### config.mk
export PLATFORM = sky130hd
export DESIGN_NAME = ieee_float_decode_classify
export DESIGN_NICKNAME = d
export VERILOG_FILES = /design/src/rtl/fdc_pkg.sv /design/src/rtl/fdc_lzc.sv /design/src/rtl/ieee_float_decode_classify.sv
export SDC_FILE = /design/constraint.sdc
export NUM_CORES = 1
export LEC_CHECK = 0
export ABC_AREA = 1
export BUFFER_PORTS_ARGS = -buffer_cell sky130_fd_sc_hd__buf_2
export CAP_MARGIN = 10
export CORE_ASPECT_RATIO = 1.5
export CORE_MARGIN = 5
export CORE_UTILIZATION = 65
export CTS_BUF_LIST = sky130_fd_sc_hd__clkbuf_8
export CTS_CLUSTER_DIAMETER = 40
export DETAILED_ROUTE_END_ITERATION = 6
export PLACE_DENSITY = 0.86
export SLEW_MARGIN = 10
export SYNTH_ARGS = -nofsm -noshare
export SYNTH_HDL_FRONTEND = slang
export SYNTH_SLANG_ARGS = --single-unit
### constraint.sdc
create_clock -name clk -period 13.1 [get_ports clk]
set_input_delay 0.655 -clock clk [delete_from_list [all_inputs] [get_ports clk]]
set_output_delay 0.655 -clock clk [all_outputs]
set_load 0.005 [all_outputs]
### src/rtl/fdc_pkg.sv
package fdc_pkg;

	// field widths of the two formats
	localparam int unsigned D_FRAC_W = 52;
	localparam int unsigned S_FRAC_W = 23;
	localparam int unsigned D_EXP_W  = 11;
	localparam int unsigned S_EXP_W  = 8;

	// result widths
	localparam int unsigned MANT_W = D_FRAC_W + 1;
	localparam int unsigned EXP_W  = 12;
	localparam int unsigned LZ_W   = 6;

	// single fraction is carried left aligned in the double fraction field
	localparam int unsigned ALIGN_SH = D_FRAC_W - S_FRAC_W;

	// exponent field offsets (bias plus fraction width)
	localparam logic signed [EXP_W:0] D_BIAS = 13'sd1075;
	localparam logic signed [EXP_W:0] S_BIAS = 13'sd150;

	localparam logic [D_EXP_W-1:0] D_EXP_ONES = 11'h7ff;
	localparam logic [S_EXP_W-1:0] S_EXP_ONES = 8'hff;

	typedef enum logic {
		FMT_DOUBLE = 1'b0,
		FMT_SINGLE = 1'b1
	} fmt_t;

	// classification bits carried down the pipeline
	typedef struct packed {
		fmt_t fmt;
		logic sgn;
		logic ezero;
		logic eones;
		logic fzero;
	} cls_t;

endpackage

### src/rtl/fdc_lzc.sv
module fdc_lzc import fdc_pkg::*; (
	input  logic [D_FRAC_W-1:0] frac,
	output logic [LZ_W-1:0]     count
);

	localparam int unsigned GRP_W  = 8;
	localparam int unsigned NGRP   = (D_FRAC_W + GRP_W - 1) / GRP_W;
	localparam int unsigned PAD_W  = NGRP * GRP_W;
	localparam int unsigned GLZ_W  = $clog2(GRP_W);

	logic [PAD_W-1:0] padded;
	logic [GRP_W-1:0] grp [NGRP];
	logic [GLZ_W-1:0] glz [NGRP];
	logic [NGRP-1:0]  nz;

	// left aligned, zero fill at the bottom
	assign padded = {frac, {(PAD_W - D_FRAC_W){1'b0}}};

	// leading zeros inside each byte group
	always_comb begin
		for (int g = 0; g < NGRP; g++) begin
			grp[g] = padded[PAD_W - 1 - g * GRP_W -: GRP_W];
			nz[g]  = |grp[g];
			glz[g] = '0;
			for (int b = 0; b < GRP_W; b++) begin
				if (grp[g][b]) begin
					glz[g] = GLZ_W'(GRP_W - 1 - b);
				end
			end
		end
	end

	// first nonzero group from the top wins
	always_comb begin
		count = '0;
		for (int g = NGRP - 1; g >= 0; g--) begin
			if (nz[g]) begin
				count = LZ_W'(g * GRP_W) + LZ_W'(glz[g]);
			end
		end
	end

endmodule

### src/rtl/ieee_float_decode_classify.sv
// IEEE-754 decode and classify unit.
// Input channel op_valid/op_ready carries cmd (0 double, 1 single in the low
// 32 bits of value_bits) and the raw bit pattern. Output channel
// res_valid/res_ready returns sign, integer mantissa and binary exponent with
// value = (-1)^sign * mantissa * 2^exponent, plus zero, NaN, infinity,
// exponent-field-zero and negative-zero flags. Denormals come out normalized;
// infinity and NaN decode as ordinary numbers and only the flags mark them.
// Field unpack goes into the first register, the leading zero count over the
// 52-bit fraction into the second, then the normalizing shift and exponent
// adjust into the output register. One item per cycle is accepted while the
// output is taken every cycle.
// When the receiver stalls, the result holds in the output register and each
// stage keeps loading while a bubble lies ahead of it, so the pipeline fills
// up before op_ready drops; nothing is lost or repeated.
// Reset clears all stage valid bits, which keeps op_ready high, so the block is
// ready as soon as reset is released.
module ieee_float_decode_classify import fdc_pkg::*; (
	input  logic                    clk,
	input  logic                    arst_n,
	input  logic                    op_valid,
	output logic                    op_ready,
	input  logic                    cmd,
	input  logic [63:0]             value_bits,
	output logic                    res_valid,
	input  logic                    res_ready,
	output logic                    sign,
	output logic [MANT_W-1:0]       mantissa,
	output logic signed [EXP_W-1:0] exponent,
	output logic                    is_zero,
	output logic                    is_nan,
	output logic                    is_infinite,
	output logic                    is_exponent_zero,
	output logic                    is_negative_zero
);

	logic en1, en2, en3;
	logic v_s1, v_s2, v_s3;

	// unpack signals
	fmt_t                fmt_in;
	logic [D_EXP_W-1:0]  efield_in;
	logic [D_FRAC_W-1:0] frac_in;
	cls_t                cls_in;

	logic [D_EXP_W-1:0]  efield_s1, efield_s2;
	logic [D_FRAC_W-1:0] frac_s1, frac_s2;
	cls_t                cls_s1, cls_s2, cls_s3;
	logic [LZ_W-1:0]     lz_cnt, lz_s2;

	logic [MANT_W-1:0]       mant_s3;
	logic signed [EXP_W-1:0] exp_s3;

	// stage 3 datapath
	logic signed [EXP_W:0] bias;
	logic signed [EXP_W:0] exp_full;
	logic [MANT_W-1:0]     shifted;
	logic [MANT_W-1:0]     mant_nxt;
	logic                  zero_nxt;

	// stage enables: a stage loads when empty or when the next one loads
	assign en3      = !v_s3 || res_ready;
	assign en2      = !v_s2 || en3;
	assign en1      = !v_s1 || en2;
	assign op_ready = en1;

	// field unpack
	always_comb begin
		fmt_in = fmt_t'(cmd);
		cls_in.fmt = fmt_in;
		if (fmt_in == FMT_SINGLE) begin
			efield_in    = {{(D_EXP_W - S_EXP_W){1'b0}}, value_bits[30:23]};
			frac_in      = {value_bits[S_FRAC_W-1:0], {ALIGN_SH{1'b0}}};
			cls_in.sgn   = value_bits[31];
			cls_in.eones = (value_bits[30:23] == S_EXP_ONES);
		end else begin
			efield_in    = value_bits[62:52];
			frac_in      = value_bits[D_FRAC_W-1:0];
			cls_in.sgn   = value_bits[63];
			cls_in.eones = (value_bits[62:52] == D_EXP_ONES);
		end
		cls_in.ezero = (efield_in == '0);
		cls_in.fzero = (frac_in == '0);
	end

	// stage 1 register
	always_ff @(posedge clk or negedge arst_n) begin
		if (!arst_n) begin
			v_s1 <= 1'b0;
		end else if (en1) begin
			v_s1 <= op_valid;
		end
	end

	always_ff @(posedge clk) begin
		if (en1 && op_valid) begin
			efield_s1 <= efield_in;
			frac_s1   <= frac_in;
			cls_s1    <= cls_in;
		end
	end

	// leading zero count of the aligned fraction
	fdc_lzc u_lzc (
		.frac  (frac_s1),
		.count (lz_cnt)
	);

	// stage 2 register
	always_ff @(posedge clk or negedge arst_n) begin
		if (!arst_n) begin
			v_s2 <= 1'b0;
		end else if (en2) begin
			v_s2 <= v_s1;
		end
	end

	always_ff @(posedge clk) begin
		if (en2 && v_s1) begin
			efield_s2 <= efield_s1;
			frac_s2   <= frac_s1;
			cls_s2    <= cls_s1;
			lz_s2     <= lz_cnt;
		end
	end

	// normalize and compute exponent
	always_comb begin
		bias     = (cls_s2.fmt == FMT_SINGLE) ? S_BIAS : D_BIAS;
		zero_nxt = cls_s2.ezero && cls_s2.fzero;
		if (zero_nxt) begin
			shifted  = '0;
			exp_full = '0;
		end else if (cls_s2.ezero) begin
			shifted  = {1'b0, frac_s2} << ((LZ_W + 1)'(lz_s2) + (LZ_W + 1)'(1));
			exp_full = -bias - $signed({1'b0, {(EXP_W - LZ_W){1'b0}}, lz_s2});
		end else begin
			shifted  = {1'b1, frac_s2};
			exp_full = $signed({2'b00, efield_s2}) - bias;
		end
		mant_nxt = (cls_s2.fmt == FMT_SINGLE) ? (shifted >> ALIGN_SH) : shifted;
	end

	// stage 3 output register
	always_ff @(posedge clk or negedge arst_n) begin
		if (!arst_n) begin
			v_s3 <= 1'b0;
		end else if (en3) begin
			v_s3 <= v_s2;
		end
	end

	always_ff @(posedge clk) begin
		if (en3 && v_s2) begin
			mant_s3 <= mant_nxt;
			exp_s3  <= exp_full[EXP_W-1:0];
			cls_s3  <= cls_s2;
		end
	end

	// result fields
	assign res_valid        = v_s3;
	assign mantissa         = mant_s3;
	assign exponent         = exp_s3;
	assign is_zero          = cls_s3.ezero && cls_s3.fzero;
	assign sign             = cls_s3.sgn && !is_zero;
	assign is_nan           = cls_s3.eones && !cls_s3.fzero;
	assign is_infinite      = cls_s3.eones && cls_s3.fzero;
	assign is_exponent_zero = cls_s3.ezero;
	assign is_negative_zero = is_zero && cls_s3.sgn;

endmodule

# After elaboration in Yosys (flattened, before gate mapping)
# Index checks and enable logic that the tools add are counted.
# totals
ff_bits	214
out_inout_bits	73
in_bits	69
# op_classes
eq_ne	2
mux	68
shifts	1
n_addsub	10
reduce_logical	27
# op_table
op	count
2-to-1 mux 3 bit	49
2-to-1 mux 53 bit	2
left shift 52 x 7 -> 53 bit	1
logical NOT 52 bit	1
2-to-1 mux 52 bit	1
OR reduction 8 bit	6
2-to-1 mux 6 bit	6
2-to-1 mux 24 bit	1
2-to-1 mux 11 bit	2
adder 5 x 3 -> 6 bit, first input constant	3
adder 6 x 3 -> 6 bit, first input constant	2
2-to-1 mux 12 bit	1
negation 11 -> 12 bit	1
subtractor 11 x 11 -> 12 bit	1
subtractor 12 x 7 -> 12 bit	1
== test 11 bit, second input constant	1
logical NOT 11 bit	1
logical AND 1 bit	9
== test 8 bit, second input constant	1
2-to-1 mux 2 bit	4
adder 6 x 1 -> 7 bit, second input constant	1
adder 4 x 3 -> 5 bit, first input constant	1
logical NOT 1 bit	5
OR reduction 4 bit	1
other kinds (3)	6

# Logic depth before layout (Yosys ltp)
# Gate-level depths: netlist of the first run.
# logic_depth
ltp_word	15
mapped_depth	15
depth_no_buf	15

# By module
# Synthesis of the first run repeated with hierarchy kept, for this count alone.
# hier_totals
cells_unflattened	1617
area_unflattened_um2	12968.7
# modules_own_cells
module	seq_area_each_um2	area_per_inst_um2	cells_each	n_inst
ieee_float_decode_classify	6411.1	12196.7	1453	1
fdc_lzc	0.0	772.0	164	1

# Worst setup path after synthesis of the first run
# Ideal clock, no wire load.
# synth_timing
path_kind	in2reg
start	input port res_ready
end	register cls_s3[0] (netlist name) (enable)
t_arrival_ns	4.024
path_buffers	0
path_slack_ns	8.557
setup_time_ns	0.519
required_ns	12.581
stages	2
cell_sequence	inv_1 -> a21oi_1
# synth_via
elab_chain_len	2
# synth_rtl
element	line_no	source
start, declared	ieee_float_decode_classify.sv:25	input logic res_ready,
logical OR 1 bit	ieee_float_decode_classify.sv:61	assign en3 = !v_s3 || res_ready;
logical AND 1 bit	ieee_float_decode_classify.sv:153	if (en3 && v_s2) begin
end signal, assigned	ieee_float_decode_classify.sv:156	cls_s3 <= cls_s2;
end, declared	ieee_float_decode_classify.sv:47	cls_t cls_s1, cls_s2, cls_s3;
# No other way between the ends.
# A chain may end at the register's enable or synchronous reset.

# Worst setup path in the final report of the first run
# layout_timing
start	register lz_s2[0]
end	register mant_s3[1] (netlist: mantissa[1]), data pin
# layout_via
elab_chain_len	5
# layout_rtl
element	line_no	source
start, declared	ieee_float_decode_classify.sv:48	logic [LZ_W-1:0] lz_cnt, lz_s2;
start signal, assigned	ieee_float_decode_classify.sv:122	lz_s2 <= lz_cnt;
adder 6 x 1 -> 7 bit	ieee_float_decode_classify.sv:134	shifted = {1'b0, frac_s2} << ((LZ_W + 1)'(lz_s2) + (LZ_W + 1)'(1));
left shift 52 x 7 -> 53 bit	ieee_float_decode_classify.sv:134	
2-to-1 mux 53 bit	ieee_float_decode_classify.sv:133	end else if (cls_s2.ezero) begin
2-to-1 mux 53 bit	ieee_float_decode_classify.sv:130	if (zero_nxt) begin
2-to-1 mux 24 bit	ieee_float_decode_classify.sv:140	mant_nxt = (cls_s2.fmt == FMT_SINGLE) ? (shifted >> ALIGN_SH) : shifted;
via mant_nxt[1]	ieee_float_decode_classify.sv:57	logic [MANT_W-1:0] mant_nxt;
end signal, assigned	ieee_float_decode_classify.sv:154	mant_s3 <= mant_nxt;
end, declared	ieee_float_decode_classify.sv:50	logic [MANT_W-1:0] mant_s3;
# The timed path passes the listed nets, and every way through them passes these cells.

==> flow_metrics.env, run 1 <==
export IMPL_status="finished, violations left"
export IMPL_violations="design-rule violations"
export IMPL_synth_distinct_cells=44
export IMPL_crit_path_max_fanout=59
export IMPL_ys_flop_type="edfxtp_1"
export IMPL_p_leak_uw=0.00632
export IMPL_power_density_mw_per_mm2=188
export IMPL_relSlewSlack_pct=24.8
export IMPL_hold_viol_final=0
export IMPL_synthDominantAreaCellType="edfxtp_1"
export IMPL_route_detailed_drc=23
export IMPL_place_inst=1907
export IMPL_r2r_start="lz_s2[0]"
export IMPL_rrSetupSlack_ns=9.08
export IMPL_cts_made_buffers=31
export IMPL_setup_tns_final_ns=0
export IMPL_synthesis_area_mm2=0.0126
export IMPL_slowest_stage="inv_2"
export IMPL_path_delay_family="buffers and inverters"
export IMPL_holdPathStages=3
export IMPL_fin_crit_ns=4.02
export IMPL_synthArstFlopShare_pct=1.40
export IMPL_wl_um=46400
export IMPL_clkLatencyLatePin_ns=0.60
export IMPL_multiInputGateArea_mm2=0.00543
export IMPL_yosys_area_share_adder_pct=1.64
export IMPL_hold_buffers=1
export IMPL_cp_end_kind="flop"
export IMPL_synth_xor_xnor_area_share_pct=0.475
export IMPL_post_drt_wl_per_cell_um=23.6
export IMPL_cts_setup_buffers=0
export IMPL_synthCells=1575
export IMPL_crit_start="lz_s2[0]"
export IMPL_timing_max_cap_violations=0
export IMPL_antenna_found_initial=0
export IMPL_p_sw_share_pct=42.7
export IMPL_drtAntennaViolNets=0
export IMPL_register_area_mm2=0.00641
export IMPL_synth_mux_area_share_pct=0
export IMPL_grt_pass1_vias=12300
export IMPL_report_final_slew_viol_count=0
export IMPL_cp_data_required_time_ns=13.44
export IMPL_hold_class="in2reg"
export IMPL_max_freq_mhz=248
export IMPL_yosysTopAreaCellShare_pct=50.1
export IMPL_avgSynthCellArea_um2=8.02
export IMPL_hold_start="op_valid"
export IMPL_report_final_setup_viol=0
export IMPL_max_stage_delay_ns=0.81
export IMPL_r2r_cells=13
export IMPL_switching_power_uw=1130
export IMPL_syn2layout_area_growth_pct=11.6
export IMPL_cp_start_kind="flop"
export IMPL_tightest_slew_ns=1.13
export IMPL_synth_seq_area_share_pct=50.7
export IMPL_comb_power_share_pct=40.2
export IMPL_syn_nets=1660
export IMPL_p_int_uw=1520
export IMPL_synthTopCellsByArea="edfxtp_1 50%, nand2_1 14%, nand3_1 13%"
export IMPL_synth_compound_area_share_pct=8.29
export IMPL_cts_root_buf="clkbuf_8"
export IMPL_drive_gt1_share_pct=13.0
export IMPL_start_util_pct=65.9
export IMPL_first_pass_iters=7
export IMPL_track_usage_pct=41.9
export IMPL_ys_seq_elements=214
export IMPL_clockBufferDepth=3
export IMPL_clock_skew_ns=0.0259
export IMPL_power_uw=2650
export IMPL_synth_top_family_by_area="simple AND/OR/NAND/NOR gates"
export IMPL_htree_levels=1
export IMPL_die_area_mm2=0.0224
export IMPL_rsz0062_at_grt="no"
export IMPL_overflow=0
export IMPL_synth_edf_count=211
export IMPL_cts_tree="yes"
export IMPL_fp_coreArea_mm2=0.0192
export IMPL_rows=62
export IMPL_arrival_ns=4.37
export IMPL_period_share_pct=30.7
export IMPL_clkSinkCount=214
export IMPL_place_gp_congestion=1.05
export IMPL_worstPathCellList="buf_4 > ha_1 > buf_4 > inv_2 > nand3_1 > nand2_1 > nand2_1 > nand3_1 > nand2_1 > o211ai_1 > nand2_1 > nand2_1 > nand2_1"
export IMPL_die_x_um=124
export IMPL_grt_max_degree=75
export IMPL_synthSimpleGateAreaFrac_pct=32.2
export IMPL_grt_pass1_wl_um=70400
export IMPL_ioPinCount=142
export IMPL_crit_path_frequent_cell="nand2_1"
export IMPL_portBuffers=141
export IMPL_nFillCells=1338
export IMPL_vias=12900
export IMPL_cp_num_buf_inv=3
export IMPL_drtIter0Drc=1729
export IMPL_cts_resized=0
export IMPL_clk_pin_slew_ns=0.06
export IMPL_ys_warnings_count=0
export IMPL_pwr_share_seq_pct=38.7
export IMPL_num_antenna_cells=0
export IMPL_peakVddDrop_v=0.000275
export IMPL_final_cells=1966
export IMPL_clockPowerShare_pct=21.1
export IMPL_path_class="reg2reg"
export IMPL_fin_nets=1770
export IMPL_crit_cells=13
export IMPL_place_detailed_hpwl_um=31800
export IMPL_vias_per_cell=6.54
export IMPL_die_h_um=181
power groups by stage:
stage,Clock [µW],Combinational [µW],Sequential (µW)
floorplan,0,681,1010
CTS,552,1030,1020
global placement,0,998,1030
global route,586,1160,1030
detailed placement,0,1020,1030
finish,558,1070,1030
per-layer routing:
| metal | vias to the layer above | share of wire [%] | GRT usage (%) |
|---|---|---|---|
| li1 | 5642 | - | - |
| met1 | 5809 | 32 | 48.0 |
| met2 | 1109 | 48 | 68.1 |
| met3 | 297 | 10 | 6.91 |
| met4 | 0 | 10 | 32.7 |
| met5 | - | 0 | 0 |
path summary, 6_finish.rpt:
| kind | end |
|---|---|
| worst max-delay path | mantissa[1] |
| worst min-delay path | v_s1 |
| worst max register to register | mantissa[1] |
| worst min register to register | efield_s2[5] |
| max in group asynchronous | v_s1 |
| min in group asynchronous | res_valid |
state kept, by name, indices dropped and copies added, names as in the netlist:
| signal | cells |
|---|---|
| cls_s1 | 5 |
| cls_s2 | 5 |
| cls_s3 | 3 |
| efield_s1 | 11 |
| efield_s2 | 11 |
| exponent | 12 |
| frac_s1 | 52 |
| frac_s2 | 52 |
| is_exponent_zero | 1 |
| lz_s2 | 6 |
| mantissa | 53 |
| res_valid | 1 |
| v_s1 | 1 |
| v_s2 | 1 |
cells in the final DEF, fill, tap and decap left out, types with 2 or more instances in the layout:
cell type	instances
a21oi_1	60
nor4_1	20
buf_2	141
nand4_1	10
nand3b_1	4
a22oi_1	9
nand2_1	479
o211ai_1	7
dfrtp_1	3
o311ai_0	2
o21bai_1	2
o21ai_1	11
nor3_1	10
inv_1	123
edfxtp_1	211
nand3_1	320
buf_4	15
o21ai_0	73
clkinv_2	7
o21a_1	2
inv_2	10
a22o_1	2
xor2_1	2
xor2_2	2
a311oi_1	2
nor2_1	92
o31ai_1	2
a31oi_1	8
clkbuf_8	31
clkinv_1	7
or2_2	2
inv_6	4
ha_1	15
a21o_1	2
bufinv_16	3
Yosys cell counts (2+ instances only):
cell      number
inv_2          8
nand3_1      320
inv_1        119
nor3_1        10
nand3b_1       4
a311oi_1       2
buf_4          3
clkbuf_1      36
a21o_1         2
dfrtp_1        3
o21ai_1       11
a21oi_1       61
o31ai_1        2
o21a_1         2
nand4_1       10
o21bai_1       2
a22oi_1        9
edfxtp_1     211
xor2_1         4
nand2_1      480
buf_2         40
o211ai_1       7
or2_2          2
o311ai_0       2
a22o_1         2
a31oi_1        8
nor4_1        20
nor2_1        93
ha_1          15
o21ai_0       73
final cells by class:
class / instances / area share (%)
inverters: 128 / 3.41
well taps: 256 / 2.27
flip-flops and latches: 214 / 45.5
clock buffers: 31 / 3.02
multi-input cells: 1153 / 38.5
repair buffers: 157 / 5.87
clock inverters: 27 / 1.51
cell families (layout without fill, tap and decap cells):
logic type | after synthesis | in the layout
XOR/XNOR | 6 | 6
buffers and inverters | 208 | 343
flip-flops | 214 | 214
adder cells (fa/ha/maj) | 16 | 16
AND/OR/NAND/NOR | 943 | 943
AO/OA/AOI/OAI | 188 | 188
metrics by stage:
step	hold WS, ns	utilization [%]	worst slack, ns	area [µm²]
5_1_grt	0.383	73.6	8.97	14100
4_1_cts	0.349	73.6	9.27	14100
6_report	0.353	73.6	9.08	14100
2_1_floorplan	0.359	-	8.56	12600
3_3_place_gp	0.403	70.2	9.30	13500
3_5_place_dp	0.405	70.2	9.28	13500
worst reg2reg max path, stage by stage, from the launching register on:
cell	delay, ns
edfxtp_1	0.32
buf_4	0.53
ha_1	0.38
buf_4	0.31
inv_2	0.85
nand3_1	0.20
nand2_1	0.27
nand2_1	0.11
nand3_1	0.11
nand2_1	0.20
o211ai_1	0.33
nand2_1	0.08
nand2_1	0.06
nand2_1	0.05
(Power assumes the default switching activity.)
==> inputs of run 2 (changes only) <==
--- a/config.mk
+++ b/config.mk
@@ -5,16 +5,16 @@
 export SDC_FILE = /design/constraint.sdc
 export NUM_CORES = 1
 export LEC_CHECK = 0
-export ABC_AREA = 1
+export ABC_AREA = 0
 export BUFFER_PORTS_ARGS = -buffer_cell sky130_fd_sc_hd__buf_2
 export CAP_MARGIN = 10
 export CORE_ASPECT_RATIO = 1.5
 export CORE_MARGIN = 5
-export CORE_UTILIZATION = 65
+export CORE_UTILIZATION = 55
 export CTS_BUF_LIST = sky130_fd_sc_hd__clkbuf_8
 export CTS_CLUSTER_DIAMETER = 40
 export DETAILED_ROUTE_END_ITERATION = 6
-export PLACE_DENSITY = 0.86
+export PLACE_DENSITY = 0.78
 export SLEW_MARGIN = 10
 export SYNTH_ARGS = -nofsm -noshare
 export SYNTH_HDL_FRONTEND = slang
==> constraint.sdc (replaced) <==
create_clock -name clk -period 3.2 [get_ports clk]
set_input_delay 0.16 -clock clk [delete_from_list [all_inputs] [get_ports clk]]
set_output_delay 0.16 -clock clk [all_outputs]
set_load 0.005 [all_outputs]
==> flow_metrics.env, run 2 <==
export IMPL_status="finished, violations left"
export IMPL_violations="design-rule violations, negative setup slack"
export IMPL_antenna_found_initial=1
export IMPL_ioPinCount=142
export IMPL_tightest_slew_ns=1.05
export IMPL_final_common_cell="edfxtp_1"
export IMPL_finalWorstSetupSlack_ns=-0.0168
export IMPL_synthSimpleGateAreaFrac_pct=12.6
export IMPL_yosysTopAreaCellShare_pct=49.3
export IMPL_clk_pin_slew_ns=0.08
export IMPL_dpl_worst_slack_ns=-0.334
export IMPL_start_util_pct=55.7
export IMPL_die_h_um=197
export IMPL_synthDominantAreaCellType="edfxtp_1"
export IMPL_clockBufferDepth=3
export IMPL_period_share_pct=101
export IMPL_synth_distinct_cells=71
export IMPL_synthArstFlopShare_pct=1.40
export IMPL_cts_root_buf="clkbuf_8"
export IMPL_first_pass_iters=7
export IMPL_overflow=0
export IMPL_post_drt_wl_per_cell_um=32.6
export IMPL_clkSinkCount=214
export IMPL_yosys_area_share_adder_pct=1.62
export IMPL_arrival_ns=3.57
export IMPL_crit_path_max_fanout=12
export IMPL_synth_top_family_by_area="multiplexers"
export IMPL_avgSynthCellArea_um2=11.4
export IMPL_dpl_cell_area_mm2=0.0146
export IMPL_power_density_mw_per_mm2=592
export IMPL_synth_edf_count=211
export IMPL_cts_made_buffers=31
export IMPL_die_area_mm2=0.0266
export IMPL_p_leak_uw=0.00635
export IMPL_ys_seq_elements=214
export IMPL_setup_tns_final_ns=-0.0209
export IMPL_fin_crit_ns=3.22
export IMPL_grt_max_degree=75
export IMPL_synthTopCellsByArea="edfxtp_1 49%, mux2i_1 6.1%, mux2_2 5.5%"
export IMPL_place_gp_congestion=1.06
export IMPL_grt_pass1_vias=12700
export IMPL_hold_viol_final=0
export IMPL_drive_gt1_share_pct=29.1
export IMPL_syn_nets=1210
export IMPL_drtIter0Drc=2104
export IMPL_wl_um=58000
export IMPL_report_final_setup_viol=2
export IMPL_htree_levels=1
export IMPL_synth_mux_area_share_pct=16.3
export IMPL_yosys_top_cells_count="211 x edfxtp_1, 97 x nand2_1, 92 x nor2_1"
export IMPL_synthCells=1125
export IMPL_vias_per_cell=7.10
export IMPL_grt_pass1_wl_um=83700
export IMPL_hold_ws_ns=0.0276
export IMPL_ys_flop_type="edfxtp_1"
export IMPL_synth_seq_area_share_pct=49.9
export IMPL_report_final_slew_viol_count=0
export IMPL_die_x_um=135
export IMPL_timing_max_cap_violations=0
export IMPL_cp_data_required_time_ns=3.55
export IMPL_peakVddDrop_v=0.000491
export IMPL_path_class="reg2reg"
export IMPL_vias=12700
export IMPL_rsz0062_at_grt="yes"
export IMPL_final_cell_mix="211 x edfxtp_1, 141 x buf_2, 109 x buf_4, 96 x nand2_1, 92 x nor2_1"
export IMPL_relSlewSlack_pct=29.6
export IMPL_cp_start_kind="flop"
export IMPL_fin_nets=1528
export IMPL_clkLatencyLatePin_ns=0.63
export IMPL_place_detailed_hpwl_um=38100
export IMPL_portBuffers=141
export IMPL_synth_xor_xnor_area_share_pct=1.69
export IMPL_num_antenna_cells=0
export IMPL_fin_area_mm2=0.0164
export IMPL_route_detailed_drc=9
export IMPL_cts_tree="yes"
export IMPL_fp_coreArea_mm2=0.0231
export IMPL_cp_end_kind="flop"
export IMPL_synthesis_area_mm2=0.0129
export IMPL_synth_compound_area_share_pct=14.2
export IMPL_hold_class="in2reg"
export IMPL_synth_most_common_cell="edfxtp_1"
export IMPL_syn2layout_area_growth_pct=27.4
export IMPL_track_usage_pct=42.7
export IMPL_power_uw=9700
export IMPL_max_freq_mhz=311
export IMPL_ys_warnings_count=0
export IMPL_largest_register_ffs=53
export IMPL_clock_skew_ns=0.0230
export IMPL_rows=68
export IMPL_drtAntennaViolNets=0
[run 2: cell count changes after synthesis, moves of 12 or more]
cell,change
nand2_1,-383
nand3_1,-305
inv_1,-88
mux2i_1,+78
mux2_2,+63
nor2b_1,+36
o22ai_1,+29
mux4_2,+27
buf_2,-21
a211oi_1,+20
o21ai_0,-16
nor3_1,+13
xnor2_1,+12
[run 2: area by class of cell]
cell class	count	area (µm²)
Multi-Input combinational cell	814	6100
Tap cell	315	394
Timing Repair Buffer	350	2690
Clock inverter	25	231
Sequential cell	214	6410
Fill cell	1483	6690
Inverter	32	120
Clock buffer	31	427
[run 2: routing by layer]
metal  up-vias  global-route usage, %  wire [µm]
met5         -                      0          7
met4         2                   35.1       6270
met3       383                   7.75       6520
met2      1335                   70.2      27300
met1      5893                   48.1      17900
li1       5040                      -          -
[run 2: kinds of logic after synthesis]
group           after synthesis
simple gates                337
compound gates              272
flops                       214
mux                         168
buf+inv                      97
xor+xnor                     21
fa+ha+maj                    16
[run 2: worst max-delay path, stage by stage, from the launching register on]
cell	delay, ns
edfxtp_1	0.48
ha_4	0.35
buf_12	0.16
buf_12	0.15
buf_4	0.18
mux2i_1	0.32
nor2_1	0.09
a211oi_1	0.50
a2111oi_0	0.17
a222oi_1	0.42
o22ai_1	0.13
[run 2: per-stage QoR]
stage          instances  utilization (%)
2_1_floorplan       1125                -
3_3_place_gp        1628             63.3
3_5_place_dp        1628             63.3
4_1_cts             1775             70.3
5_1_grt             1781             71.0
6_report            1781             71.0
[run 2: where the power goes]
part	switching [µW]	internal (µW)	leakage, µW	total, µW
logic	2040	1430	0.00391	3470
clock network	1200	1250	0.000335	2450
registers	302	3470	0.00211	3770
[run 2: worst paths after layout]
check / startpoint / to / slack [ns] / cells after the start
worst max register to register: lz_s2[0] / mantissa[9] / -0.02 / 10
worst max-delay path: lz_s2[0] / mantissa[9] / -0.02 / 10
worst min-delay path: value_bits[2] / frac_s1[2] / 0.03 / 2
max in group asynchronous: arst_n / v_s1 / 2.58 / 3
worst min register to register: efield_s1[8] / efield_s2[8] / 0.43 / 0
min in group asynchronous: arst_n / res_valid / 0.46 / 3
[run 2: what timing repair did]
item | 4_1_cts | 5_1_grt
hold buffers | 87 | 0
endpoints found under the hold margin | 70 | 0
endpoints found under the setup margin | 4 | 23
pin swaps | 2 | 3
gates cloned | 1 | 2
gates resized for setup | 6 | 15
setup buffers | 3 | 4
